==> src/hw/rtl/angsec_pkg.sv <==
// Shared types and constants for the angle sector selector.
// Holds the CORDIC datapath record and the arctangent table; no dependencies.
package angsec_pkg;

  localparam int COORD_W   = 16;
  localparam int DIFF_W    = COORD_W + 1;
  localparam int MAG_W     = DIFF_W + 1;
  localparam int PRE_SCALE = 24;
  localparam int XY_W      = 44;
  localparam int ACC_W     = 32;
  localparam int ANG_W     = 16;
  localparam int SECT_W    = 6;
  localparam int TABLE_LEN = 24;

  localparam logic [ACC_W-1:0] HALF_TURN = 32'h8000_0000;

  localparam logic [ACC_W-1:0] ATAN_TURNS [TABLE_LEN] = '{
    32'h20000000, 32'h12E4051E, 32'h09FB385B, 32'h051111D4,
    32'h028B0D43, 32'h0145D7E1, 32'h00A2F61E, 32'h00517C55,
    32'h0028BE53, 32'h00145F2F, 32'h000A2F98, 32'h000517CC,
    32'h00028BE6, 32'h000145F3, 32'h0000A2FA, 32'h0000517D,
    32'h000028BE, 32'h0000145F, 32'h00000A30, 32'h00000518,
    32'h0000028C, 32'h00000146, 32'h000000A3, 32'h00000051
  };

  typedef struct packed {
    logic                   vld;
    logic                   zero;
    logic signed [XY_W-1:0] x;
    logic signed [XY_W-1:0] y;
    logic [ACC_W-1:0]       acc;
  } cordic_t;

endpackage

==> src/hw/rtl/angsec_cordic_stage.sv <==
// One registered CORDIC vectoring iteration with a fixed shift.
// Depends on angsec_pkg for the record type and arctangent table.
module angsec_cordic_stage
  import angsec_pkg::*;
#(
  parameter int IDX = 0
) (
  input  logic    clk,
  input  logic    rst_n,
  input  logic    en,
  input  cordic_t d,
  output cordic_t q
);

  logic signed [XY_W-1:0] xs, ys;
  logic                   y_pos;
  cordic_t                q_r, q_nxt;

  assign xs    = d.x >>> IDX;
  assign ys    = d.y >>> IDX;
  assign y_pos = !d.y[XY_W-1] && (d.y != '0);

  always_comb begin
    q_nxt      = d;
    if (y_pos) begin
      q_nxt.x   = d.x + ys;
      q_nxt.y   = d.y - xs;
      q_nxt.acc = d.acc + ATAN_TURNS[IDX];
    end else begin
      q_nxt.x   = d.x - ys;
      q_nxt.y   = d.y + xs;
      q_nxt.acc = d.acc - ATAN_TURNS[IDX];
    end
  end

  // Only the valid bit is cleared by reset; the data fields simply follow it.
  always_ff @(posedge clk) begin
    if (!rst_n) begin
      q_r.vld <= 1'b0;
    end else if (en) begin
      q_r <= q_nxt;
    end
  end

  assign q = q_r;

endmodule

==> config.mk <==
export PLATFORM = sky130hd
export DESIGN_NAME = angsec_cordic_stage
export DESIGN_NICKNAME = d
export VERILOG_FILES = /design/src/hw/rtl/angsec_pkg.sv /design/src/hw/rtl/angsec_cordic_stage.sv
export SDC_FILE = /design/constraint.sdc
export NUM_CORES = 1
export LEC_CHECK = 0
export BUFFER_PORTS_ARGS = -buffer_cell sky130_fd_sc_hd__buf_4
export CORE_UTILIZATION = 43
export CTS_CLUSTER_SIZE = 10
export DETAILED_ROUTE_END_ITERATION = 10
export HOLD_SLACK_MARGIN = 0.06
export PLACE_DENSITY = 0.73
export SLEW_MARGIN = 40
export SYNTH_ARGS = -nofsm -noshare
export SYNTH_HDL_FRONTEND = slang
export SYNTH_SLANG_ARGS = --single-unit
==> constraint.sdc <==
create_clock -name clk -period 11.1 [get_ports clk]
set_input_delay 1.665 -clock clk [delete_from_list [all_inputs] [get_ports clk]]
set_output_delay 1.665 -clock clk [all_outputs]
set_load 0.02 [all_outputs]
After elaboration in Yosys (flattened, before gate mapping) --
Index checks and enable logic that the tools add are counted.
Storage, ports and cells: bits in registers 122, latch bits 0, memory bits (writable) 0, bits in read-only memories 0, bits of input ports 125, output and inout port bits 122, word-level logic and storage cells 15, memories kept 0
Cells by class: add/subtract/negate cells 5, multipliers 0, div/mod/pow operators 0, magnitude comparators 0, eq/ne operators 0, shifts and indexed selects 0, muxes and demuxes 1, bitwise operators 0, reductions and logical operators 4
Operators with widths (count):
- 120-bit two-way mux | 1
- 44-bit subtractor | 2
- 44-bit adder | 1
- 44-bit nonzero test | 1
- 32-bit by 30-bit adder with 32-bit output, second input constant | 1
- 32-bit by 30-bit subtractor with 32-bit output, second input constant | 1
- 2-bit AND reduction | 1
- 1-bit logical AND | 1
- 1-bit zero test | 1

Depth between registers and ports, before layout --
depth after elaboration 3, mapped depth 14, depth with buffers taken out 13

Worst setup path after synthesis --
No wires, ideal clock.
path kind input-to-reg, start point input port en, end point register q_r, in the netlist q[0], enable pin, setup time 493 ps, arrival time 4420 ps, data required time 10607 ps, setup slack 6188 ps, stages on the path 1, path buffers 0, path through and2_1
Between the ends: longest elaborated chain between the ends 1
RTL lines:
- from (decl) | RTL line angsec_cordic_stage.sv:10 | input logic en,
- 2-bit AND reduction (no line)
- to (signal assigned) | RTL line angsec_cordic_stage.sv:41 | q_r <= q_nxt;
- to (decl) | RTL line angsec_cordic_stage.sv:17 | cordic_t q_r, q_nxt;
No other way between the ends. A chain may end at the register's enable or synchronous reset.

==> reports/metrics.cfg <==
[timing]
setup_violations=0
period_needed_ps=5100
rsz0062_at_grt=false
finalWorstSetupSlack_ps=6000
skew_ps=0
worst_pin_slew_ps=889
hold_viol_final=0
slew_headroom_pct=40.1
timing.fmax_ghz=0.196
period_share_pct=46.0
slew_violations=0
tns_ps=0

[power_and_ir_drop]
p_per_area_nw_per_um2=127
comb_power_share_pct=38.2
power_frac_clock_pct=30.4
peakVddDrop_mv=0.0843
power_switching_mw=0.720
p_int_mw=1.15
power.share.switching_pct=38.5
p_leak_nw=6.22
p_seq_share_pct=31.4

[yosys]
muxShareOfSynthArea_pct=1.68
yosys.area_share.simple_pct=14.6
synth_edf_count=120
syn_inst=1442
synthTopCellsByArea=edfxtp_1 30%, ha_1 13%, a21oi_1 8.2%
synth_top_family_by_area=compound AO/OA/AOI/OAI gates
syn_nets=1700
ys_ff_latch=121
netlist_area_um2=12000
synth_top_area_cell=edfxtp_1
synth_xor_area_share_pct=6.36
synth_top_area_share_pct=30.1
synth_fa_ha_area_share_pct=14.1
yosysUniqueCellTypes=69
yosys_most_used_dff=edfxtp_1
synth-compound-area-share_pct=26.1
synth_seq_area_share_pct=30.2
avgSynthCellArea_um2=8.31
yosysWarnings=0
synthArstFlopShare_pct=0

[worst_setup_path]
critPathSlowestCell=a211oi_1
path_common_cell=inv_1
path_cells=buf_4 > inv_1 > ha_1 > inv_1 > o221ai_1 > o211ai_1 > nor3_1 > o21a_1 > nor2_1 > a211oi_1 > o311a_1 > o21ai_0 > xnor2_1
path_buf_inv=3
critPathRequiredTime_ps=11290
path_delay_family=compound AO/OA/AOI/OAI gates
max_stage_delay_ps=660
critPathCaptureType=register
critPathKind=in -> reg
worstPathArrival_ps=5290
cp_max_fo=9
startpoint_type=input pin

[clock_tree]
cts.repair.resized=0
h-tree-depth=4
clk_pin_slew_ps=60
numCtsBuffers=17
cts_tree=yes
hold_buffers=0
cts_setup_buffers=0
cts.sinks=121
cts_buffer_depth=2
cts_root_buffer=clkbuf_16
clkLatencyLatePin_ps=440

[final_layout]
final_cell_area_um2=14700
final_nets=1905
drive_gt1_share_pct=18.9
largest_register_ffs=121
stdcell_count=2033
synthToLayoutAreaGrowth_pct=22.7

[grt]
grt_overflow=0
gr-usage-all-layers_pct=31.2
grt_pass1_wl_mm=67.4
grt_pass1_vias=11334
grt_max_degree=81
antenna_found_initial=1

[routing]
wl_per_cell_um=22.1
met1_length_mm=19.7
wl_met2_mm=20.3
final_antenna_net_count=0
dr_wl_met3_mm=3.68
firstDrtPassIters=5
top_layer_used=met5
vias=12046
dr.first_iter.drc_count=1418
drc=0
via_per_inst=5.93
finalWirelength_mm=45.0

[die]
std_cell_rows=60
core_um2=27200
die_y_um=169
dieWidth_um=169
io_pins=247
die_area_um2=28500
initial_utilization_pct=44.1

[placed_design]
dp.cells=2000
dpl.hpwl_mm=35.4
dp_slack_ps=5690
gp_congestion=1.03
dpl_cell_area_um2=14100
portBuffers=246

[worst_hold_path]
hp-class=reg -> reg

[flow_run]
maxCapViolations=0

[status]
outcome=complete, no violations

==> cell type report <==
type | count | area, um^2
multi-input combinational | 1105 | 7560
antenna | 1 | 2.50
timing repair buffer | 253 | 1920
sequential | 121 | 3620
inverter | 149 | 559
fill | 2591 | 12500
clock inverter | 15 | 144
clock buffer | 17 | 425
tap | 372 | 465
==> cells in the mapped netlist (4+ instances only) <==
master,n
o21bai_1,41
a211oi_1,14
o22ai_1,4
and2_1,6
nand2b_1,14
xor2_1,9
nor3_1,27
a21boi_0,4
xnor2_1,78
nand4_1,34
a221oi_1,6
nand2_1,61
o21a_1,20
nor2b_1,16
or2_2,7
mux2i_1,19
nor2_1,131
a211o_1,5
o21ai_0,104
fa_1,4
buf_2,14
o31ai_1,13
a31oi_1,10
o31a_1,7
or3_1,5
o2111ai_1,4
a21o_1,23
o221ai_1,4
clkbuf_1,38
ha_1,129
o311ai_0,4
buf_1,14
clkinv_1,7
a311o_1,4
o21ba_2,5
nand3_1,19
inv_1,141
nor4_1,25
o211ai_1,11
a21oi_1,196
edfxtp_1,120
==> power groups by stage <==
stage / combinational, mW / sequential [mW] / clock, mW
4_1_cts: 0.701 / 0.587 / 0.569
6_report: 0.715 / 0.586 / 0.568
5_1_grt: 0.762 / 0.590 / 0.587
2_1_floorplan: 0.376 / 0.655 / 0
3_3_place_gp: 0.695 / 0.596 / 0
3_5_place_dp: 0.695 / 0.596 / 0
==> through the flow <==
step	utilization, %	hold slack [ps]	power, mW
finish	54.1	547	1.87
CTS	54.1	559	1.86
floorplan	-	589	1.03
global placement	51.8	510	1.29
detailed placement	52.0	550	1.29
global route	54.1	602	1.94
==> cells by family (layout without fill, tap and decap cells) <==
group | count (synthesis) | after routing
AOI/OAI and AO/OA | 505 | 505
and+or+nand+nor | 360 | 360
buffers and inverters | 216 | 434
adders and majority gates | 133 | 133
DFF | 121 | 121
xor gates and xnor gates | 87 | 87
muxes | 20 | 20
other | 0 | 1
==> layout by cell type, fill, tap and decap left out, types with 16 or more instances in the layout <==
master / instances
nor3_1: 27
o21ai_0: 104
xnor2_1: 78
nand4_1: 34
nor2b_1: 16
a21oi_1: 196
nand3_1: 19
nand2_1: 61
nor2_1: 131
o21bai_1: 41
nor4_1: 20
a21o_1: 23
inv_1: 141
ha_1: 129
o21a_1: 20
buf_4: 250
clkbuf_16: 17
edfxtp_1: 120
mux2i_1: 19
==> worst reg2reg max path: cells and delay by family (launching register included) <==
family,cells,cell delay (ps)
DFF,1,310
and+or+nand+nor,1,60
muxes,1,130
==> worst paths after layout <==
kind                                          start  depth (start not counted)  slack [ps]             endpoint
worst min register to register  q[121]$_SDFFE_PN0P_                          2         550  q[121]$_SDFFE_PN0P_
worst max register to register  q[121]$_SDFFE_PN0P_                          2       10490  q[121]$_SDFFE_PN0P_
worst max-delay path                          d[35]                         13        6000      q[74]$_DFFE_PP_
worst min-delay path            q[121]$_SDFFE_PN0P_                          2         550  q[121]$_SDFFE_PN0P_
==> metal layers <==
layer / track usage, % / vias to the layer above
met5: 0 / -
met4: 10.8 / 2
met3: 5.07 / 78
met2: 50.1 / 638
met1: 42.3 / 5725
li1: - / 5603
No activity file was read; power rests on OpenSTA's default activity.
