### src/hw/rtl/angsec_pkg.sv
// Shared types and constants for the angle sector selector.
// Holds the CORDIC datapath record and the arctangent table; no dependencies.
package angsec_pkg;

  localparam int COORD_W   = 16;
  localparam int DIFF_W    = COORD_W + 1;
  localparam int MAG_W     = DIFF_W + 1;
  localparam int PRE_SCALE = 24;
  localparam int XY_W      = 44;
  localparam int ACC_W     = 32;
  localparam int ANG_W     = 16;
  localparam int SECT_W    = 6;
  localparam int TABLE_LEN = 24;

  localparam logic [ACC_W-1:0] HALF_TURN = 32'h8000_0000;

  localparam logic [ACC_W-1:0] ATAN_TURNS [TABLE_LEN] = '{
    32'h20000000, 32'h12E4051E, 32'h09FB385B, 32'h051111D4,
    32'h028B0D43, 32'h0145D7E1, 32'h00A2F61E, 32'h00517C55,
    32'h0028BE53, 32'h00145F2F, 32'h000A2F98, 32'h000517CC,
    32'h00028BE6, 32'h000145F3, 32'h0000A2FA, 32'h0000517D,
    32'h000028BE, 32'h0000145F, 32'h00000A30, 32'h00000518,
    32'h0000028C, 32'h00000146, 32'h000000A3, 32'h00000051
  };

  typedef struct packed {
    logic                   vld;
    logic                   zero;
    logic signed [XY_W-1:0] x;
    logic signed [XY_W-1:0] y;
    logic [ACC_W-1:0]       acc;
  } cordic_t;

endpackage

### src/hw/rtl/angsec_quant.sv
// Back end: rounds the turn accumulator to 16 bits, then maps it to a sector.
// Two register stages; depends on angsec_pkg.
module angsec_quant
  import angsec_pkg::*;
#(
  parameter int NUM_SECTORS = 3
) (
  input  logic              clk,
  input  logic              rst_n,
  input  logic              en,
  input  cordic_t           d,
  output logic              q_vld,
  output logic [SECT_W-1:0] q_sector
);

  localparam int NS_W = SECT_W + 1;
  localparam int PROD_W = ANG_W + NS_W;
  localparam logic [NS_W-1:0] NSEC = NS_W'(NUM_SECTORS);

  logic                vld1_r, vld2_r;
  logic [ANG_W-1:0]    ang_r, ang_nxt;
  logic [ACC_W-1:0]    acc_rnd;
  logic [PROD_W-1:0]   prod, prod_rnd;
  logic [NS_W-1:0]     sect_raw, sect_wrap;
  logic [SECT_W-1:0]   sector_r;

  assign acc_rnd = d.acc + ACC_W'(32'h0000_8000);
  assign ang_nxt = d.zero ? '0 : acc_rnd[ACC_W-1 -: ANG_W];

  assign prod      = {{NS_W{1'b0}}, ang_r} * {{ANG_W{1'b0}}, NSEC};
  assign prod_rnd  = prod + PROD_W'(32'h0000_8000);
  assign sect_raw  = prod_rnd[PROD_W-1 -: NS_W];
  assign sect_wrap = (sect_raw >= NSEC) ? sect_raw - NSEC : sect_raw;

  always_ff @(posedge clk) begin
    if (!rst_n) begin
      vld1_r <= 1'b0;
      vld2_r <= 1'b0;
    end else if (en) begin
      vld1_r <= d.vld;
      vld2_r <= vld1_r;
    end
  end

  always_ff @(posedge clk) begin
    if (en) begin
      ang_r    <= ang_nxt;
      sector_r <= sect_wrap[SECT_W-1:0];
    end
  end

  assign q_vld    = vld2_r;
  assign q_sector = sector_r;

endmodule

### config.mk
export PLATFORM = sky130hd
export DESIGN_NAME = angsec_quant
export DESIGN_NICKNAME = d
export VERILOG_FILES = /design/src/hw/rtl/angsec_pkg.sv /design/src/hw/rtl/angsec_quant.sv
export SDC_FILE = /design/constraint.sdc
export NUM_CORES = 1
export LEC_CHECK = 0
export BUFFER_PORTS_ARGS = -buffer_cell sky130_fd_sc_hd__buf_2
export CORE_MARGIN = 2
export CORE_UTILIZATION = 36
export CTS_BUF_LIST = sky130_fd_sc_hd__clkbuf_8
export CTS_CLUSTER_DIAMETER = 120
export DETAILED_ROUTE_END_ITERATION = 6
export PLACE_DENSITY_LB_ADDON = 0.2
export SLEW_MARGIN = 15
export SYNTH_ARGS = -nofsm -noshare
export SYNTH_HDL_FRONTEND = slang
export SYNTH_SLANG_ARGS = --single-unit
export TNS_END_PERCENT = 20
### constraint.sdc
create_clock -name clk -period 2.14 [get_ports clk]
set_clock_uncertainty 0.05 [all_clocks]
set_input_delay 0 -clock clk [delete_from_list [all_inputs] [get_ports clk]]
set_output_delay 0 -clock clk [all_outputs]
set_load 0.01 [all_outputs]
Yosys cells after proc, flatten, opt, wreduce, memory -nomap -nowiden. Index checks and enable logic that the tools add are counted.

Output and inout bits: 7. Input port bits: 125. Register bits after elaboration: 24. Logic and storage cells: 10.

$mul: 1. $lt $le $gt $ge: 1. Multiplexer cells: 1. $add $sub $neg: 3.

Operators by type and width (count): $add 32x16->32 const B (1); $add 18x16->19 const B (1); $mul 16x2->18 const B (1); $mux 6 (1); $sub 3x2->4 const B (1); $ge 3x2->1 const B (1).

Depth between registers and ports, before layout. Gate-level depths: netlist of run 1.

Depth in word-level cells: 4. Depth in mapped cells: 9. Mapped depth without buffers: 9.

Worst setup path after synthesis of run 1. Ideal clock, no wire load.

Kind: reg-to-reg. Start point: reg ang_r[5]. End point: reg sector_r[0], in the netlist q_sector[0], data pin. Stages on the path, launching flop included: 8. Slack: -0.110 ns. Required time: 1.835 ns. Arrival: 1.945 ns. Setup time: 0.255 ns. Path through: edfxtp_1 ha_1 ha_1 and3_2 a221o_1 a211oi_2 xnor2_1 and3_1.

Longest elaborated chain between the ends: 4.

Ends and longest elaborated chain: start: declaration (line angsec_quant.sv:21) `logic [ANG_W-1:0] ang_r, ang_nxt;`; start signal: assignment (line angsec_quant.sv:47) `ang_r <= ang_nxt;`; $mul 16x2->18 (*) (line angsec_quant.sv:30) `assign prod = {{NS_W{1'b0}}, ang_r} * {{ANG_W{1'b0}}, NSEC};`; $add 18x16->19 (*) (line angsec_quant.sv:31) `assign prod_rnd = prod + PROD_W'(32'h0000_8000);`; $sub 3x2->4 / $ge 3x2->1 (equally long branches) (line angsec_quant.sv:33) `assign sect_wrap = (sect_raw >= NSEC) ? sect_raw - NSEC : sect_raw;`; $mux 6 (*) (line angsec_quant.sv:33); named net sect_wrap[0] (line angsec_quant.sv:24) `logic [NS_W-1:0] sect_raw, sect_wrap;`; end signal: assignment (line angsec_quant.sv:48) `sector_r <= sect_wrap[SECT_W-1:0];`; end: declaration (line angsec_quant.sv:25) `logic [SECT_W-1:0] sector_r;`.

The timed path passes the listed nets; every way through them passes the cells marked *. A chain may end at the register's enable or synchronous reset.

Worst setup path after layout of run 1.
Start point: reg ang_r[3]. End point: reg sector_r[0], in the netlist q_sector[0], data pin.

Same word-level chain as after synthesis.

==> out/metrics.cfg, run 1 <==
[power]
ir_drop_mv=0.164
leakage_nw=0.872
powerDensity_nw_per_um2=571

[placement]
portBuffers=28
gp_congestion=0.817
hpwl_mm=2.28
preCtsSetupSlack_ps=-144

[worst_hold_path]
hold_class=primary input to register
min_from=d[24]

[timing]
setup_viol=2
period_minus_slack_ps=2250
hold_violations=0
rsz0062_at_grt=yes
fin_ws_ps=-106
fmax_mhz=445
fin_crit_sh_pct=105
hold-worst-slack_ps=32.5
drv_slew=0

[global_route]
grt_pass1_vias=1136
grt_first_pass_wirelength_mm=4.74
antenna_found_initial=0
track_usage_pct=11.6
grt_start_max_net_pins=22
grt_overflow=0

[clock_tree]
clk_pin_slew_ps=80
cts_resized=0
cts_made_buffers=3
cts_max_level=1
post_cts_buffers=0
clock_latency_ps=260
clockBufferDepth=2
cts_root_buf=clkbuf_8
cts.sink_count=21
tritoncts=done

[run_status]
outcome=complete, but fails checks
violations=negative setup slack

[critical_path]
max_stage_delay_ps=400
worstPathRequired_ps=2110
endpoint_kind=register
cp_common_cell=ha_1
cp.arrival_ps=2220
cp_num_buf_inv=0
crit_fanout=2
crit_slowest_cell=edfxtp_1
crit_chain=ha_1, ha_1, a41o_1, a221o_1, a211oi_2, xnor2_1, and3_1
crit_type=register to register
cp-startpoint=ang_r[3]
rr_startpoint=ang_r[3]
path_delay_family=compound AO/OA/AOI/OAI gates
start_kind=register

[floorplanning]
rows=24
start_util_pct=37.4
fp.dieH_um=71.0
dieArea_sq_um=5040
die_w_um=71.0
fp.coreArea_sq_um=4320
pin_count=132

[logic_synthesis]
synth_xor_area_share_pct=8.13
syn-num-nets=307
async_reset_ff_share_pct=0
synth_mux_area_share_pct=1.24
synth_warnings=0
avgSynthCellArea_sq_um=10.6
ys_seq_elements=21
synth_top_family_by_area=adder cells
synth-simple-area-share_pct=18.0
netlist_area_sq_um=1620
synth_compound_area_share_pct=9.14
synth_cells=153
yosysSeqAreaShare_pct=37.8
ys.flop_type=edfxtp_1
synth_edf_count=19
synthAdderAreaFrac_pct=22.5
ys_types=35

[routing]
drt_iter0_drc=23
drc=0
totalWireLength_mm=2.72
vias_per_cell=4.93
dr.pass1.iters=4
wire_per_inst_um=11.0
vias=1212
detail-route-antenna-nets=0

[cells_and_area]
area_delta_synth_final_pct=22.0
final_common_cell=buf_2
drive_gt1_share_pct=25.8
fill_cells=439
fin_nets=349
final_cell_mix=28 x buf_2, 27 x ha_1, 19 x edfxtp_1, 14 x nor2_1, 12 x nand3_1
num_antenna_cells=0

[run]
max-cap-violations=0

-- layout make-up --
class / instances / area, sq um / area share [%]
repair buffers: 41 / 243 / 12.3
well taps: 52 / 65.1 / 3.30
multi-input cells: 122 / 985 / 50.0
flip-flops and latches: 21 / 611 / 31.0
clock buffers: 3 / 41.3 / 2.10
clock inverters: 1 / 3.75 / 0.190
inverters: 6 / 22.5 / 1.14
-- final timing paths --
kind / end / cells past startpoint / slack, ps
worst max-delay path: q_sector[0] / 7 / -110
worst min-delay path: ang_r[8] / 3 / 30
worst max register to register: q_sector[0] / 7 / -110
worst min register to register: q_vld / 2 / 500
-- cell usage after synthesis (all sizes together), types with 2 or more instances --
master	n	area share (%)
nor4	2	1.5
ha	29	22
a21o	3	1.4
buf	3	1.4
and4	2	1.1
nor3	4	1.2
mux2i	2	1.2
edfxtp	19	35
nand4	4	1.5
xnor2	6	3.3
o21ai	4	1.2
nand3	13	4.3
nor2	14	3.3
a21oi	7	2.2
a211oi	2	1.2
nor2b	3	1.2
dfxtp	2	2.5
and3	4	1.6
inv	6	1.4
xor2	9	4.9
nand2	4	0.93
-- state kept, by name, indices dropped and copies added, names as in the netlist --
signal and count:
ang_r 16, q_sector 3, q_vld 1, vld1_r 1
-- metal layers --
layer	share of wire, %	vias to the layer above	track usage, %
li1	-	650	-
met1	47	533	15.0
met2	48	25	19.4
met3	3.5	4	1.71
met4	1.9	0	5.03
met5	0	-	0
-- metrics by stage --
stage               util (%)  power [mW]  cell area [sq um]  std cells  TNS, ps
detailed placement      44.1       0.877               1910        240     -270
global route            45.6        1.21               1970        246     -416
finish                  45.6        1.12               1970        246     -197
CTS                     45.6        1.15               1970        246     -214
floorplan                  -       0.744               1640        153    -44.2
global placement        44.1       0.868               1910        240     -207
-- logic make-up (layout without fill, tap and decap cells) --
family,Yosys count,in the layout
simple gates,53,53
buf+inv,10,51
xor+xnor,15,15
fa+ha+maj,29,29
compound gates,22,22
other cells,1,1
mux,2,2
flops,21,21
-- power breakdown --
group	internal [mW]	total [mW]	switching, mW	leakage (nW)
sequential	0.488	0.506	0.0179	0.201
clock	0.128	0.255	0.127	0.0269
combinational	0.185	0.364	0.178	0.644
-- worst min-delay path: stages --
cell    delay (ps)
buf_2           90
xor2_1          60
nor2_1          80
-- repair_timing --
action | CTS | global route
hold buffers | 2 | 0
endpoints found under the hold margin | 2 | 0
pin swaps | 1 | 0
setup endpoints to repair | 2 | 2
Note: power is estimated with default switching activity, not from simulation.
==> run 2, diff against run 1 <==
--- a/config.mk
+++ b/config.mk
@@ -7,7 +7,7 @@
 export LEC_CHECK = 0
 export BUFFER_PORTS_ARGS = -buffer_cell sky130_fd_sc_hd__buf_2
 export CORE_MARGIN = 2
-export CORE_UTILIZATION = 36
+export CORE_UTILIZATION = 35
 export CTS_BUF_LIST = sky130_fd_sc_hd__clkbuf_8
 export CTS_CLUSTER_DIAMETER = 120
 export DETAILED_ROUTE_END_ITERATION = 6
==> constraint.sdc (replaced) <==
create_clock -name clk -period 2.14 [get_ports clk]
set_clock_uncertainty 0.05 [all_clocks]
set_input_delay 0 -clock clk [delete_from_list [all_inputs] [get_ports clk]]
set_output_delay 0 -clock clk [all_outputs]
set_load 0.02 [all_outputs]
==> out/metrics.cfg, run 2 (synthesis gave the netlist of run 1 again) <==
[critical_path]
crit_fanout=2  ; unchanged
cp.arrival_ps=2230  ; about the same
cp_common_cell=ha_1
crit_type=register to register
start_kind=register
endpoint_kind=register
crit_chain=ha_1, ha_1, a41o_1, a221o_1, a211oi_2, xnor2_1, and3_1
worstPathRequired_ps=2110  ; about the same
crit_slowest_cell=edfxtp_1
max_stage_delay_ps=410  ; about the same

[power]
power_mw=1.14  ; +1.1%
leakage_nw=0.864  ; -0.91%
ir_drop_mv=0.211  ; +28%
powerDensity_nw_per_um2=578  ; +1.4%

[clock_tree]
tritoncts=done
post_cts_buffers=0  ; unchanged
clk_pin_slew_ps=80  ; about the same
cts.sink_count=21  ; unchanged
clockBufferDepth=2  ; unchanged
clock_latency_ps=260  ; about the same
cts_max_level=1  ; unchanged
cts_resized=0  ; unchanged
cts_root_buf=clkbuf_8
cts_made_buffers=3  ; unchanged

[global_route]
track_usage_pct=12.5  ; +0.89 points
grt_overflow=0  ; unchanged
grt_start_max_net_pins=22  ; unchanged
antenna_found_initial=0  ; unchanged
grt_pass1_vias=1271  ; +12%
grt_first_pass_wirelength_mm=5.16  ; +8.9%

[routing]
met1_length_mm=1.35  ; +6.3%
highest_layer=met4
vias=1223  ; +0.91%
wl_met3_um=106  ; +13%
totalWireLength_mm=2.88  ; +5.9%
wire_per_inst_um=11.7  ; +6.4%
dr.pass1.iters=4  ; unchanged
vias_per_cell=4.99  ; +1.3%
wl_met2_mm=1.38  ; +6.0%
detail-route-antenna-nets=0  ; unchanged
drt_iter0_drc=17  ; -26%
drc=0  ; unchanged

[cells_and_area]
largest_reg_flops=16  ; unchanged
post-route-util_pct=44.5  ; -1.1 points
final_area_sq_um=1960  ; -0.32%
area_delta_synth_final_pct=21.6
drive_gt1_share_pct=25.9  ; +0.13 points
final_common_cell=buf_2
fin_nets=348  ; -0.29%
final_cell_mix=28 x buf_2, 27 x ha_1, 19 x edfxtp_1, 14 x nor2_1, 12 x nand3_1
top_register=ang_r
num_antenna_cells=0  ; unchanged

[timing]
drv_slew=0  ; unchanged
setup_viol=2  ; unchanged
period_minus_slack_ps=2260  ; +10.5 ps
fin_ws_ps=-116  ; -10.5 ps
fmax_mhz=443  ; -0.46%
hold_violations=0  ; unchanged
fin_crit_sh_pct=105  ; +0.49 points
rsz0062_at_grt=yes
hold-worst-slack_ps=18.9  ; -13.6 ps

[floorplanning]
start_util_pct=36.6  ; -0.76 points
fp.coreArea_sq_um=4410  ; +2.1%
die_w_um=71.9  ; +1.3%
fp.dieH_um=71.9  ; +1.3%
pin_count=132  ; unchanged
dieArea_sq_um=5170  ; +2.7%
rows=24  ; unchanged

[placement]
postPlaceCellArea_sq_um=1900  ; -0.39%
hpwl_mm=2.43  ; +6.6%
portBuffers=28  ; unchanged
preCtsSetupSlack_ps=-160  ; -15.1 ps
gp_congestion=0.829  ; +1.4%

[run_status]
outcome=complete, but fails checks
violations=negative setup slack

[run]
max-cap-violations=0  ; unchanged

[worst_hold_path]
hold_class=primary input to register

run 2: critical path: cells and delay by family, from the launching register on:
| family | cells | cell delay (ps) |
|---|---|---|
| compound gates | 3 | 730 |
| fa+ha+maj | 2 | 580 |
| flops | 1 | 410 |
| simple gates | 1 | 150 |
| xor+xnor | 1 | 100 |
run 2: metal layers:
layer	track usage, %	vias up
met5	0	-
met4	4.61	0
met3	2.22	4
met2	22.2	26
met1	15.2	544
li1	-	649
run 2: final timing paths:
path | startpoint | slack [ps] | to | depth (start not counted)
setup / recovery | ang_r[3] | -120 | q_sector[0] | 7
hold / removal | d[31] | 20 | ang_r[15] | 3
setup reg to reg | ang_r[3] | -120 | q_sector[0] | 7
hold reg to reg | vld1_r | 490 | vld1_r | 2
run 2: final cells by class:
class	instances	area, sq um
clock buffer	3	41.3
clock inverter	1	5.00
fill	431	2450
inverter	6	22.5
multi-input combinational	122	985
sequential	21	611
tap	52	65.1
timing repair buffer	40	235
run 2: per-stage QoR:
step | setup TNS, ps | instances
floorplan | -44.2 | 153
global placement | -203 | 239
detailed placement | -277 | 239
CTS | -204 | 245
global route | -455 | 245
finish | -202 | 245
run 2: repair_timing:
action / 4_1_cts / 5_1_grt
hold buffers: 2 / 0
setup endpoints to repair: 2 / 2
hold endpoints to repair: 2 / 0
gates cloned: 0 / 0
pin swaps: 2 / 0
run 2: where the power goes:
part / internal (mW) / switching (mW) / leakage [nW]
registers: 0.488 / 0.0176 / 0.201
clock network: 0.130 / 0.126 / 0.0255
logic: 0.182 / 0.193 / 0.638
total: 0.799 / 0.337 / 0.864
