<file path="src/hw/rtl/angsec_pkg.sv">
// Shared types and constants for the angle sector selector.
// Holds the CORDIC datapath record and the arctangent table; no dependencies.
package angsec_pkg;

  localparam int COORD_W   = 16;
  localparam int DIFF_W    = COORD_W + 1;
  localparam int MAG_W     = DIFF_W + 1;
  localparam int PRE_SCALE = 24;
  localparam int XY_W      = 44;
  localparam int ACC_W     = 32;
  localparam int ANG_W     = 16;
  localparam int SECT_W    = 6;
  localparam int TABLE_LEN = 24;

  localparam logic [ACC_W-1:0] HALF_TURN = 32'h8000_0000;

  localparam logic [ACC_W-1:0] ATAN_TURNS [TABLE_LEN] = '{
    32'h20000000, 32'h12E4051E, 32'h09FB385B, 32'h051111D4,
    32'h028B0D43, 32'h0145D7E1, 32'h00A2F61E, 32'h00517C55,
    32'h0028BE53, 32'h00145F2F, 32'h000A2F98, 32'h000517CC,
    32'h00028BE6, 32'h000145F3, 32'h0000A2FA, 32'h0000517D,
    32'h000028BE, 32'h0000145F, 32'h00000A30, 32'h00000518,
    32'h0000028C, 32'h00000146, 32'h000000A3, 32'h00000051
  };

  typedef struct packed {
    logic                   vld;
    logic                   zero;
    logic signed [XY_W-1:0] x;
    logic signed [XY_W-1:0] y;
    logic [ACC_W-1:0]       acc;
  } cordic_t;

endpackage

</file>
<file path="src/hw/rtl/angsec_prep.sv">
// Front end: difference vector, then left half-plane fold and pre-scaling.
// Two register stages; depends on angsec_pkg.
module angsec_prep
  import angsec_pkg::*;
(
  input  logic                      clk,
  input  logic                      rst_n,
  input  logic                      en,
  input  logic                      in_vld,
  input  logic signed [COORD_W-1:0] mobile_x,
  input  logic signed [COORD_W-1:0] mobile_y,
  input  logic signed [COORD_W-1:0] station_x,
  input  logic signed [COORD_W-1:0] station_y,
  output cordic_t                   q
);

  logic                     vld_r;
  logic signed [DIFF_W-1:0] dx_r, dy_r;
  logic signed [DIFF_W-1:0] dx_nxt, dy_nxt;
  logic signed [MAG_W-1:0]  ax, ay;
  cordic_t                  q_r, q_nxt;

  assign dx_nxt = DIFF_W'(mobile_x) - DIFF_W'(station_x);
  assign dy_nxt = DIFF_W'(mobile_y) - DIFF_W'(station_y);

  always_comb begin
    q_nxt.vld  = vld_r;
    q_nxt.zero = (dx_r == '0) && (dy_r == '0);
    if (dx_r[DIFF_W-1]) begin
      ax        = -MAG_W'(dx_r);
      ay        = -MAG_W'(dy_r);
      q_nxt.acc = HALF_TURN;
    end else begin
      ax        = MAG_W'(dx_r);
      ay        = MAG_W'(dy_r);
      q_nxt.acc = '0;
    end
    q_nxt.x = {{(XY_W-MAG_W-PRE_SCALE){ax[MAG_W-1]}}, ax, {PRE_SCALE{1'b0}}};
    q_nxt.y = {{(XY_W-MAG_W-PRE_SCALE){ay[MAG_W-1]}}, ay, {PRE_SCALE{1'b0}}};
  end

  always_ff @(posedge clk) begin
    if (!rst_n) begin
      vld_r <= 1'b0;
    end else if (en) begin
      vld_r <= in_vld;
    end
  end

  always_ff @(posedge clk) begin
    if (en) begin
      dx_r <= dx_nxt;
      dy_r <= dy_nxt;
    end
  end

  // Only the valid bit is cleared by reset; the data fields simply follow it.
  always_ff @(posedge clk) begin
    if (!rst_n) begin
      q_r.vld <= 1'b0;
    end else if (en) begin
      q_r <= q_nxt;
    end
  end

  assign q = q_r;

endmodule

</file>
<file path="config.mk">
export PLATFORM = sky130hd
export DESIGN_NAME = angsec_prep
export DESIGN_NICKNAME = d
export VERILOG_FILES = /design/src/hw/rtl/angsec_pkg.sv /design/src/hw/rtl/angsec_prep.sv
export SDC_FILE = /design/constraint.sdc
export NUM_CORES = 1
export LEC_CHECK = 0
export ABC_CLOCK_PERIOD_IN_PS = 2500
export BUFFER_PORTS_ARGS = -buffer_cell sky130_fd_sc_hd__buf_4
export CAP_MARGIN = 0
export CORE_UTILIZATION = 35
export DETAILED_ROUTE_END_ITERATION = 10
export MAX_ROUTING_LAYER = met4
export PLACE_DENSITY = 0.63
export SYNTH_ARGS = -nofsm -noshare
export SYNTH_HDL_FRONTEND = slang
export SYNTH_SLANG_ARGS = --single-unit
</file>
<file path="constraint.sdc">
create_clock -name clk -period 2.5 [get_ports clk]
set_clock_uncertainty 0.1 [all_clocks]
set_input_delay 0.375 -clock clk [delete_from_list [all_inputs] [get_ports clk]]
set_output_delay 0.375 -clock clk [all_outputs]
set_load 0.01 [all_outputs]
</file>
== Yosys cells after proc, flatten, opt, wreduce, memory -nomap -nowiden ==
Index checks and enable logic that the tools add are counted.
Operators by class
  bitwise gates (word level): 0
  mux-type cells: 3
  shift operators: 0
  add/sub/neg operators: 4
  reduce and logical (&&, ||, !) cells: 4
  $lt $le $gt $ge: 0
  multipliers: 0
  div/mod/pow operators: 0
  equal/unequal tests: 0
Operator list (count)
  $mux W18: 2
  $neg A17 Y18: 2
  $logic_not A17 Y1: 2
  $sub A16 B16 Y17: 2
  $mux W32: 1
  $reduce_and A2 Y1: 1
  $logic_and A1 B1 Y1: 1
Word-level totals
  memories kept: 0
  bits in writable memories: 0
  register bits after elaboration: 105
  input port bits: 68
  ROM bits: 0
  bits in latches: 0
  word-level logic and storage cells: 20
  output and inout bits: 122

== Depth between registers and ports, before layout ==
Gate-level depths: netlist of the first run.
  depth after elaboration: 2
  depth in mapped cells: 8
  mapped depth without buffers: 8

== Least setup slack after synthesis of the first run ==
No wires, ideal clock.
  path type: register -> register
  start point: register dy_r[8]
  end point: register q_r, in the netlist q[72] (data pin)
  path buffers: 0
  path slack: 19 ps
  clock period less this slack: 2481 ps
  stages on the path, launching flop included: 8
  setup time: 253 ps
  arrival time: 2127 ps
  cell sequence: edfxtp_1 -> or4_1 -> or2_4 -> or4_1 -> nor4_1 -> ha_1 -> nand2_1 -> nand2_1
On the way
  longest elaborated chain between the ends: 2
RTL lines
  start, declared: line angsec_prep.sv:18  | logic signed [DIFF_W-1:0] dx_r, dy_r;
  start signal, assigned: line angsec_prep.sv:53  | dy_r <= dy_nxt;
  $neg A17 Y18: line angsec_prep.sv:31  | ay = -MAG_W'(dy_r);
  $mux W18: line angsec_prep.sv:29  | if (dx_r[DIFF_W-1]) begin
  named net ay[16]: line angsec_prep.sv:20  | logic signed [MAG_W-1:0] ax, ay;
  end signal, assigned: line angsec_prep.sv:62  | q_r <= q_nxt;
  end, declared: line angsec_prep.sv:21  | cordic_t q_r, q_nxt;
The timed path passes the listed nets, and every way through them passes these cells.
A chain may end at the register's enable or synchronous reset.

== Final worst setup path of the first run ==
Ends and elaborated chain as after synthesis.

==> impl_results.md, run 1 <==
* Status: complete, no violations
* Crit path capture type: register
* Layout cells sized above 1 at 22.77%
* Max_cap viols at 0
* First-pass GRT wire length at 16990 um
* Total setup buffers inserted after CTS at 0
* Core box area at 14750 um^2
* Post-Route Setup TNS at 0 ns
* Via-per-instance ratio at 4.710
* Post-synthesis sequential area ratio at 40.96%
* H-tree Lvls at 3
* Critical Path AT at 2.43 ns
* Area of the mapped netlist at 5376 um^2
* Syn avg cell area at 9.956 um^2
* CP Depth at 7
* Final wirelength at 10490 um
* Diode count at 0
* Critical Path, Cell by Cell: or4_4, or2_4, or4_4, nor4_2, ha_1, nand2_1, nand2_1
* Met3 Routed Length at 728 um
* TritonCTS buffer count at 9
* Pin count of the biggest net entering global routing at 38
* Post-synth EDFFs at 72
* Setup crit start kind: register
* Asr flop ratio synth at 0%
* CTS tree: built
* Antenna violations before repair at 0
* CTS Root Cell: clkbuf_16
* WL met2 at 4903 um
* DP Worst Slack at -0.03506 ns
* Worst setup path startpoint: dy_r[8]
* Total grt overflow at 0
* Slew Limit Headroom at 58.60%
* Clock sink total at 74
* Slew Limit Fails at 0
* Upper clock frequency limit at 407.1 MHz
* Power Dens Cells at 618.6 nW/um^2
* Vias in the first global route at 3676
* Worst Path Max Fanout at 2
* Hold WC Path Type: primary input to register
* Initial Utilization at 36.44%
* Average routed wire per standard cell at 12.25 um
* R2r startpoint: dy_r[8]
* Remaining DRCs at 0
* Post-synthesis register bit count at 74
* DRT Pass-1 Iters at 5
* Area delta synth->final at 21.97%
* Detail Route Antenna Nets at 0
* Fin. Hold Viols at 0
* Post-detail-place hpwl at 8732 um
* Die Width at 125.9 um
* Crit path max-delay family: simple AND/OR/NAND/NOR gates
* Die H at 125.9 um
* Clock slew at reported path FFs at 0.05 ns
* Min cycle time layout at 2.456 ns
* IR drop worst, VDD at 0.2664 mV
* Slowest-stage cell, CP: or4_4
* Cell Rows at 44
* Clock Path Buffers at 2
* Unrepaired setup endpoints after global routing: true
* Worst setup path class: register to register
* Hold_sp: rst_n
* Yosys cell types at 58
* Count of input and output buffers at 110
* Fin nets at 773
* Worst Max-Slew Pin Slew at 0.6144 ns
* Placer Congestion at 0.8883
* Ys Warns at 0
* DIE AREA at 15860 um^2
* Worst setup margin at 0.04364 ns
* Syn Inst Count at 540
* 1st-iter DRT viols at 239
* Final-report setup violation count at 0
* Hold path depth at 2
* Fill cells at 1394
* CP required at 2.48 ns
* Top layer in use: met4
* Clk_lat worst skew at 0.32 ns
* R2R depth at 7
* Wl on met1 at 4779 um
* Worst path max stage delay at 0.54 ns
* Vias at 4032
* Io pins at 190
* GRT Total Usage at 13.75%
* Top FF cell, synth: edfxtp_1
* Crit share post-route at 98.25%
* Leakage power at 2.945 nW
* WP buf/inv at 0
[worst reg2reg max path, cell delays in order (launching register included)]
cell      delay (ns)
edfxtp_1        0.38
or4_4           0.54
or2_4           0.24
or4_4           0.42
nor4_2          0.15
ha_1            0.26
nand2_1         0.07
nand2_1         0.05
[cells in the final DEF, fill, tap and decap left out, types with 6 or more instances in the layout]
cell type and count:
inv_1 51, nor3_1 6, a21o_1 10, o211ai_1 6, edfxtp_1 72, a21oi_1 29, nand3_1 12, clkbuf_16 9
conb_1 80, o21ai_0 22, nand2b_1 6, o31ai_1 7, buf_4 129, xnor2_1 43, nor2_1 25, ha_1 36
nand2_1 32, and2_1 6, nor2b_1 8
[state kept, by name (all words and copies together) (netlist names)]
name / flops
vld_r: 1
dy_r: 17
dx_r: 17
q: 39
[layer usage]
layer	vias to the layer above	global-route usage, %
met5	-	-
met4	0	5.032
met3	4	2.506
met2	175	22.00
met1	1848	17.35
li1	2005	-
[final cells by class]
class / count / area (um^2) / share of cell area [%]
Sequential cell: 74 / 2202 / 33.58
Multi-Input combinational cell: 402 / 2636 / 40.20
Inverter: 51 / 191.4 / 2.919
Timing Repair Buffer: 129 / 968.4 / 14.77
Tap cell: 184 / 230.2 / 3.511
Clock buffer: 11 / 252.7 / 3.854
Clock inverter: 5 / 76.32 / 1.164
[synthesized netlist by cell type (all sizes together) (5+ instances only)]
library cell  count  area share [%]
a21o             10             1.4
a21oi            29             2.7
and2              6            0.70
buf              83              12
clkbuf            9            0.63
edfxtp           72              40
ha               36             8.4
inv              51             3.6
mux2i             5            0.93
nand2            32             2.2
nand2b            6            0.70
nand3            12             1.1
nor2             25             1.7
nor2b             8            0.93
nor3              6            0.56
nor4              5            0.58
o211ai            6            0.84
o21ai            23             2.1
o31ai             8             1.4
xnor2            43             7.0
xor2              5            0.81
[kinds of logic after synthesis]
group | Yosys count | share of synthesized area (%)
adders and majority gates | 38 | 9.123
AOI/OAI and AO/OA | 112 | 14.15
other | 1 | 0.06975
muxes | 5 | 0.9309
DFF | 74 | 40.96
and+or+nand+nor | 119 | 11.17
buffers and inverters | 143 | 15.78
xor gates and xnor gates | 48 | 7.819
[report_power, final]
part,total (mW),internal (mW),switching (mW)
Clock,1.36,0.921,0.441
Combinational,1.00,0.477,0.526
Sequential,1.69,1.58,0.108
[final timing paths]
| check | endpoint | slack (ns) |
|---|---|---|
| max | q[72] | 0.04 |
| min | vld_r | 0.19 |
| max reg2reg | q[72] | 0.04 |
| min reg2reg | q[100] | 0.41 |
[what timing repair did]
item                                    in CTS  in global routing
pin swaps                                    0                  1
endpoints found under the setup margin       1                  3
hold buffers                                 0                  0
resized for setup                            1                  2
[through the flow]
step                instance area [um^2]  util (%)  instances  hold slack [ns]  power (mW)
floorplan                           5673         -        619           0.3744       2.436
global placement                    6215     42.12        840           0.3990       2.692
detailed placement                  6215     42.12        840           0.3993       2.718
CTS                                 6550     44.39        856           0.1807       4.097
global route                        6558     44.45        856           0.2012       4.272
finish                              6558     44.45        856           0.1931       4.057
(Power assumes the default switching activity.)
==> run 2: changes to the inputs <==
--- a/config.mk
+++ b/config.mk
@@ -5,13 +5,13 @@
 export SDC_FILE = /design/constraint.sdc
 export NUM_CORES = 1
 export LEC_CHECK = 0
-export ABC_CLOCK_PERIOD_IN_PS = 2500
+export ABC_CLOCK_PERIOD_IN_PS = 2550
 export BUFFER_PORTS_ARGS = -buffer_cell sky130_fd_sc_hd__buf_4
 export CAP_MARGIN = 0
 export CORE_UTILIZATION = 35
 export DETAILED_ROUTE_END_ITERATION = 10
 export MAX_ROUTING_LAYER = met4
-export PLACE_DENSITY = 0.63
+export PLACE_DENSITY = 0.61
 export SYNTH_ARGS = -nofsm -noshare
 export SYNTH_HDL_FRONTEND = slang
 export SYNTH_SLANG_ARGS = --single-unit
==> constraint.sdc (replaced) <==
create_clock -name clk -period 2.55 [get_ports clk]
set_clock_uncertainty 0.1 [all_clocks]
set_input_delay 0.3825 -clock clk [delete_from_list [all_inputs] [get_ports clk]]
set_output_delay 0.3825 -clock clk [all_outputs]
set_load 0.01 [all_outputs]
==> run 2 against run 1 <==
  * Final cell count increased by 0.12%
  * Hold slack worse by 0.0011 ns
  * Critical endpoint unchanged
  * Register-to-register slack is essentially flat
  * Sequential cell count stayed put
  * First-iteration DRC count is 17% higher
  * Power decreased by 2.4%
  * Wire length rose by 1.9%
  * Clock power down 4%
  * Sequential share of layout area barely moved
  * Critical path type unchanged
  * Global-route usage fell by 0.057 points
==> impl_results.md, run 2 (synthesis gave the netlist of run 1 again) <==
* Status: complete, no violations
* Max_cap viols at 0 (unchanged)
* Leakage power at 2.953 nW (+0.27%)
* Worst setup path class: register to register
* Clock slew at reported path FFs at 0.06 ns (about the same)
* Critical Path AT at 2.48 ns (+0.05 ns)
* Slew Limit Headroom at 53.15% (-5.5 points)
* Hold Crit Endpoint: q[121]
* Pin count of the biggest net entering global routing at 35 (-7.9%)
* Min cycle time layout at 2.502 ns (+0.04543 ns)
* Commonest non-fill, non-tap cell in the layout: buf_4
* Clock sink total at 74 (unchanged)
* Hold_sp: rst_n
* CP required at 2.53 ns (+0.05 ns)
* DIE AREA at 15860 um^2 (unchanged)
* Internal at 2.897 mW (-2.9%)
* R2r startpoint: dy_r[8]
* Clk_lat worst skew at 0.32 ns (about the same)
* Diode count at 0 (unchanged)
* TritonCTS buffer count at 9 (unchanged)
* Core Util, Final at 44.43% (about the same)
* GRT Total Usage at 13.69% (-0.057 points)
* Unrepaired setup endpoints after global routing: true
* R2R depth at 7 (unchanged)
* Via-per-instance ratio at 4.707 (about the same)
* Setup crit start kind: register
* First-pass GRT wire length at 16970 um (about the same)
* H-tree Lvls at 3 (unchanged)
* Fin area at 6555 um^2 (about the same)
* Vias at 4034 (+0.050%)
* Power Dens Cells at 603.9 nW/um^2 (-2.4%)
* Commonest cells after routing, fill and taps aside: buf_4, conb_1, edfxtp_1
* 1st-iter DRT viols at 279 (+17%)
* Net Sw Power at 1.062 mW (-1.2%)
* Switching portion of total power at 26.82% (+0.34 points)
* CTS tree: built
* Remaining DRCs at 0 (unchanged)
* IR drop worst, VDD at 0.3754 mV (+41%)
* Clock Path Buffers at 2 (unchanged)
* Fill cells at 1441 (+3.4%)
* Slew Limit Fails at 0 (unchanged)
* RR Endpoint: q[72]
* Fin nets at 774 (+0.13%)
* Detail Route Antenna Nets at 0 (unchanged)
* Cell Rows at 44 (unchanged)
* Vias in the first global route at 3615 (-1.7%)
* Post-detail-place hpwl at 8913 um (+2.1%)
* Die Width at 125.9 um (unchanged)
* Count of input and output buffers at 110 (unchanged)
* Hold path depth at 2 (unchanged)
* Clock Power Share at 33.1% (-0.5 points)
* Worst Path Max Fanout at 4 (+2)
* Upper clock frequency limit at 399.7 MHz (-1.8%)
* CTS Root Cell: clkbuf_16
* Crit path capture type: register
* Final-report setup violation count at 0 (unchanged)
* DRT Pass-1 Iters at 4 (-1)
* Average routed wire per standard cell at 12.46 um (+1.7%)
* Die H at 125.9 um (unchanged)
* Reg-to-reg slack, setup at 0.05 ns (about the same)
* Io pins at 190 (unchanged)
* Combinational power share at 25.0% (+0.3 points)
* Seq pwr share at 41.9% (+0.2 points)
* Max FFs per register at 39 (unchanged)
* Worst Max-Slew Pin Slew at 0.6850 ns (+0.07056 ns)
* Placer Congestion at 0.8909 (+0.29%)
* Core box area at 14750 um^2 (unchanged)
* Antenna violations before repair at 0 (unchanged)
* Crit share post-route at 98.11% (-0.14 points)
* Hold WC Path Type: primary input to register
* Initial Utilization at 36.44% (unchanged)
* Fin. Hold Viols at 0 (unchanged)
* Total grt overflow at 0 (unchanged)
* Placed Area at 6215 um^2 (unchanged)
* Area delta synth->final at 21.92% (about the same)
* Final wirelength at 10680 um (+1.9%)
* Layout cells sized above 1 at 23.03% (+0.26 points)
==> run 2: cell types whose count changed in the layout (fill, tap and decap cells not counted) <==
cell / previous run / this run
buf_4: 129 / 130
clkbuf_8: 2 / 1
clkinv_1: 1 / 0
clkinv_2: 1 / 4
clkinvlp_4: 1 / 0
==> run 2: per-stage QoR <==
stage | hold WS (ns) | instances | power [mW] | worst slack (ns) | TNS [ns]
floorplan | 0.3744 | 619 | 2.389 | 0.06947 | 0
global placement | 0.3968 | 840 | 2.640 | 0.04548 | 0
detailed placement | 0.4028 | 840 | 2.665 | 0.0002496 | 0
CTS | 0.1807 | 856 | 3.975 | 0.003938 | 0
global route | 0.2047 | 857 | 4.148 | -0.03121 | -0.03121
finish | 0.1920 | 857 | 3.959 | 0.04822 | 0
==> run 2: what timing repair did <==
action | CTS | global route
endpoints found under the setup margin | 1 | 1
setup buffers | 0 | 1
pin swaps | 0 | 1
resized for setup | 1 | 2
cloned | 0 | 0
hold buffers | 0 | 0
==> run 2: worst max-delay path by stage <==
stage / startpoint / to / slack [ns]
after floorplan: dy_r[8] / q[72] / 0.07
after global placement: mobile_y[0] / dy_r[14] / 0.05
after detailed placement: mobile_y[0] / dy_r[14] / 0.0002
after CTS: dy_r[8] / q[72] / 0.004
after global routing: dy_r[8] / q[72] / -0.03
final: dy_r[8] / q[72] / 0.05
==> run 2: cell type report <==
cell class | instances | area [um^2] | share of cell area [%]
Tap cell | 184 | 230.2 | 3.512
Multi-Input combinational cell | 402 | 2636 | 40.22
Clock buffer | 10 | 239.0 | 3.646
Inverter | 51 | 191.4 | 2.920
Sequential cell | 74 | 2202 | 33.59
Timing Repair Buffer | 130 | 975.9 | 14.89
Clock inverter | 6 | 80.08 | 1.222
==> run 2: metal layers <==
layer / track usage [%] / vias up / wire length [um]
met4: 6.378 / 0 / 265
met1: 17.70 / 1824 / 4968
met2: 20.99 / 184 / 4744
met5: - / - / 0
met3: 2.209 / 20 / 703
li1: - / 2006 / -
==> run 2: power by group through the flow <==
stage	logic [mW]	clock network (mW)	registers, mW
2_1_floorplan	0.705	0	1.68
3_3_place_gp	0.969	0	1.67
3_5_place_dp	0.986	0	1.68
4_1_cts	0.991	1.33	1.66
5_1_grt	1.10	1.38	1.67
6_report	0.992	1.31	1.66
==> run 2: critical path, cell delays in order, from the launching register on <==
cell	delay, ns
edfxtp_1	0.38
or4_4	0.54
or2_4	0.26
or4_4	0.43
nor4_2	0.15
ha_1	0.27
nand2_1	0.07
nand2_1	0.05
==> run 3: changes to the inputs <==
--- a/config.mk
+++ b/config.mk
@@ -5,13 +5,15 @@
 export SDC_FILE = /design/constraint.sdc
 export NUM_CORES = 1
 export LEC_CHECK = 0
+export ABC_AREA = 1
 export ABC_CLOCK_PERIOD_IN_PS = 2550
 export BUFFER_PORTS_ARGS = -buffer_cell sky130_fd_sc_hd__buf_4
 export CAP_MARGIN = 0
 export CORE_UTILIZATION = 35
 export DETAILED_ROUTE_END_ITERATION = 10
 export MAX_ROUTING_LAYER = met4
-export PLACE_DENSITY = 0.61
+export PLACE_DENSITY = 0.6
+export REMOVE_ABC_BUFFERS = 1
 export SYNTH_ARGS = -nofsm -noshare
 export SYNTH_HDL_FRONTEND = slang
 export SYNTH_SLANG_ARGS = --single-unit
==> run 3 against run 2 <==
  * Highest routed layer unchanged
  * Sequential share of layout area shrank 1.8 points
  * Synthesized cell count up 44%
  * Final area up 5.5%
  * Sequential cell count unchanged
  * Wire length increased by 1.4%
  * Critical endpoint unchanged
  * Critical path depth up 2
  * Global-route usage is essentially flat
  * Critical path type unchanged
  * Clock-buffer cell count unchanged
  * Hold slack worse by 0.0059 ns
  * Power decreased by 2.0%
==> impl_results.md, run 3 <==
* Min cycle time layout at 2.019 ns (-0.4831 ns)
* Total grt overflow at 0 (unchanged)
* Crit share post-route at 79.16% (-19 points)
* Slew Limit Fails at 0 (unchanged)
* Vias in the first global route at 4045 (+12%)
* Post-synth EDFFs at 72 (unchanged)
* Power Dens Cells at 560.7 nW/um^2 (-7.2%)
* Average routed wire per standard cell at 9.725 um (-22%)
* Io pins at 190 (unchanged)
* Hold path depth at 3 (+1)
* RR Endpoint: q[72]
* Placer Congestion at 0.8235 (-7.6%)
* Syn Inst Count at 776 (+44%)
* Vias at 4516 (+12%)
* Fin. Hold Viols at 0 (unchanged)
* Unrepaired setup endpoints after global routing: false
* Main area contributors after synthesis: edfxtp_1, nand2_1, buf_4
* Hold_buf cts at 0 (unchanged)
* Count of input and output buffers at 110 (unchanged)
* Yosys cell types at 28 (-52%)
* Final-report setup violation count at 0 (unchanged)
* Area of the mapped netlist at 5851 um^2 (+8.8%)
* GRT Total Usage at 13.72% (+0.035 points)
* Fin area at 6918 um^2 (+5.5%)
* Hold_sp: in_vld
* Clk_lat worst skew at 0.33 ns (about the same)
* Clock Path Buffers at 2 (unchanged)
* DRT Pass-1 Iters at 4 (unchanged)
* Cell taking the most area after synthesis: edfxtp_1
* Syn avg cell area at 7.539 um^2 (-24%)
* Post-detail-place hpwl at 8929 um (+0.18%)
* CTS Root Cell: clkbuf_16
* Top FF cell, synth: edfxtp_1
* Diode count at 0 (unchanged)
* Commonest non-fill, non-tap cell in the layout: nand2_1
* Placed cells at 1098 (+31%)
* Area delta synth->final at 18.24%
* Ys Warns at 0 (unchanged)
* Synth top area share at 36.95% (-3.3 points)
* Hold Crit Endpoint: vld_r
* Critical Path AT at 1.99 ns (-0.49 ns)
* Die Width at 131.3 um (+4.2%)
* Post-Route Setup TNS at 0 ns (unchanged)
* Clock slew at reported path FFs at 0.05 ns (about the same)
* Clock sink total at 74 (unchanged)
* Placed Area at 6631 um^2 (+6.7%)
* Non-Filler Instances at 1114 (+30%)
* Via-per-instance ratio at 4.054 (-14%)
* Final wirelength at 10830 um (+1.4%)
* Post-synthesis register bit count at 74 (unchanged)
* Resize count post-CTS at 0 (-1)
* CP required at 2.52 ns (about the same)
* Post-synthesis sequential area ratio at 37.64% (-3.3 points)
* Setup crit start kind: register
* First-pass GRT wire length at 18570 um (+9.4%)
* 1st-iter DRT viols at 200 (-28%)
* Pin count of the biggest net entering global routing at 39 (+11%)
* TritonCTS buffer count at 9 (unchanged)
* H-tree Lvls at 3 (unchanged)
* Leakage power at 3.829 nW (+30%)
* Core box area at 16120 um^2 (+9.2%)
* Commonest cells post-synth: nand2_1, inv_1, buf_4
* R2r startpoint: dy_r[0]
* Max FFs per register at 39 (unchanged)
* Worst Max-Slew Pin Slew at 0.5017 ns (-0.1833 ns)
* Hold WC Path Type: primary input to register
* Total setup buffers inserted after CTS at 0 (unchanged)
* Commonest cells after routing, fill and taps aside: nand2_1, inv_1, buf_4
* Upper clock frequency limit at 495.4 MHz (+24%)
* Die H at 131.3 um (+4.2%)
* IR drop worst, VDD at 0.2964 mV (-21%)
* Asr flop ratio synth at 0% (unchanged)
* Status: complete, no violations
* Slew Limit Headroom at 66.55% (+13 points)
* Worst Path Max Fanout at 3 (-1)
* Cell Rows at 46 (+4.5%)
* Detail Route Antenna Nets at 0 (unchanged)
* Fin nets at 999 (+29%)
* Max_cap viols at 0 (unchanged)
* Layout cells sized above 1 at 15.92% (-7.1 points)
* Initial Utilization at 36.30% (-0.14 points)
* Reg-to-reg slack, setup at 0.53 ns (+0.48 ns)
* Worst setup path class: register to register
* Most frequent cell after synthesis: nand2_1
* Antenna violations before repair at 0 (unchanged)
* DIE AREA at 17240 um^2 (+8.7%)
* Remaining DRCs at 0 (unchanged)
* CTS tree: built
* R2R depth at 9 (+2)
* Crit path capture type: register
-- run 3: critical path, stage by stage, from the launching register on --
cell	delay, ns
edfxtp_1	0.38
inv_1	0.09
ha_1	0.16
nand2_1	0.13
nor2_1	0.18
nand2_1	0.10
nor4_1	0.22
ha_1	0.29
nand2_1	0.06
o21ai_0	0.06
-- run 3: per-stage QoR --
step	utilization, %	setup WS (ns)	total power [mW]	hold slack [ns]
5_1_grt	42.93	0.3687	4.149	0.2236
4_1_cts	42.93	0.5233	3.927	0.1751
6_report	42.93	0.5313	3.879	0.1862
3_5_place_dp	41.15	0.4130	2.707	0.3378
3_3_place_gp	41.15	0.4332	2.693	0.3342
2_1_floorplan	-	0.6669	2.345	0.3264
-- run 3: routing by layer --
metal | routed length, um | GRT usage (%) | share of wire, %
met3 | 512 | 2.392 | 4.7
met2 | 4677 | 20.86 | 43
met4 | 157 | 4.910 | 1.4
met1 | 5487 | 18.30 | 51
met5 | 0 | - | 0
-- run 3: how the worst max path moves through the flow --
stage / slack, ns / endpoint / startpoint / cells after the start
after floorplan: 0.67 / dy_r[14] / mobile_y[0] / 11
after global placement: 0.43 / dy_r[14] / mobile_y[0] / 12
after detailed placement: 0.41 / dy_r[14] / mobile_y[0] / 12
after CTS: 0.52 / q[116] / dx_r[0] / 9
after global routing: 0.37 / q[72] / dy_r[0] / 9
final: 0.53 / q[72] / dy_r[0] / 9
-- run 3: logic make-up (layout without fill, tap and decap cells) --
| kind of cell | count (synthesis) | count (layout) | share of synthesized area (%) |
|---|---|---|---|
| compound gates | 38 | 38 | 3.315 |
| xor+xnor | 34 | 34 | 5.090 |
| fa+ha+maj | 38 | 38 | 8.383 |
| buf+inv | 252 | 295 | 21.56 |
| flops | 74 | 74 | 37.64 |
| other cells | 1 | 80 | 0.06410 |
| simple gates | 339 | 339 | 23.95 |
-- run 3: area by class of cell --
class,count,area (um^2)
clock buffer,10,229.0
clock inverter,6,57.56
fill,1718,9198
inverter,165,619.3
multi-input combinational,529,2684
sequential,74,2202
tap,216,270.3
timing repair buffer,114,855.8
-- run 3: where the power goes --
group | internal [mW] | leakage (nW) | switching (mW) | total [mW]
registers | 1.55 | 0.710 | 0.0737 | 1.62
logic | 0.418 | 2.98 | 0.634 | 1.05
clock network | 0.748 | 0.134 | 0.458 | 1.21
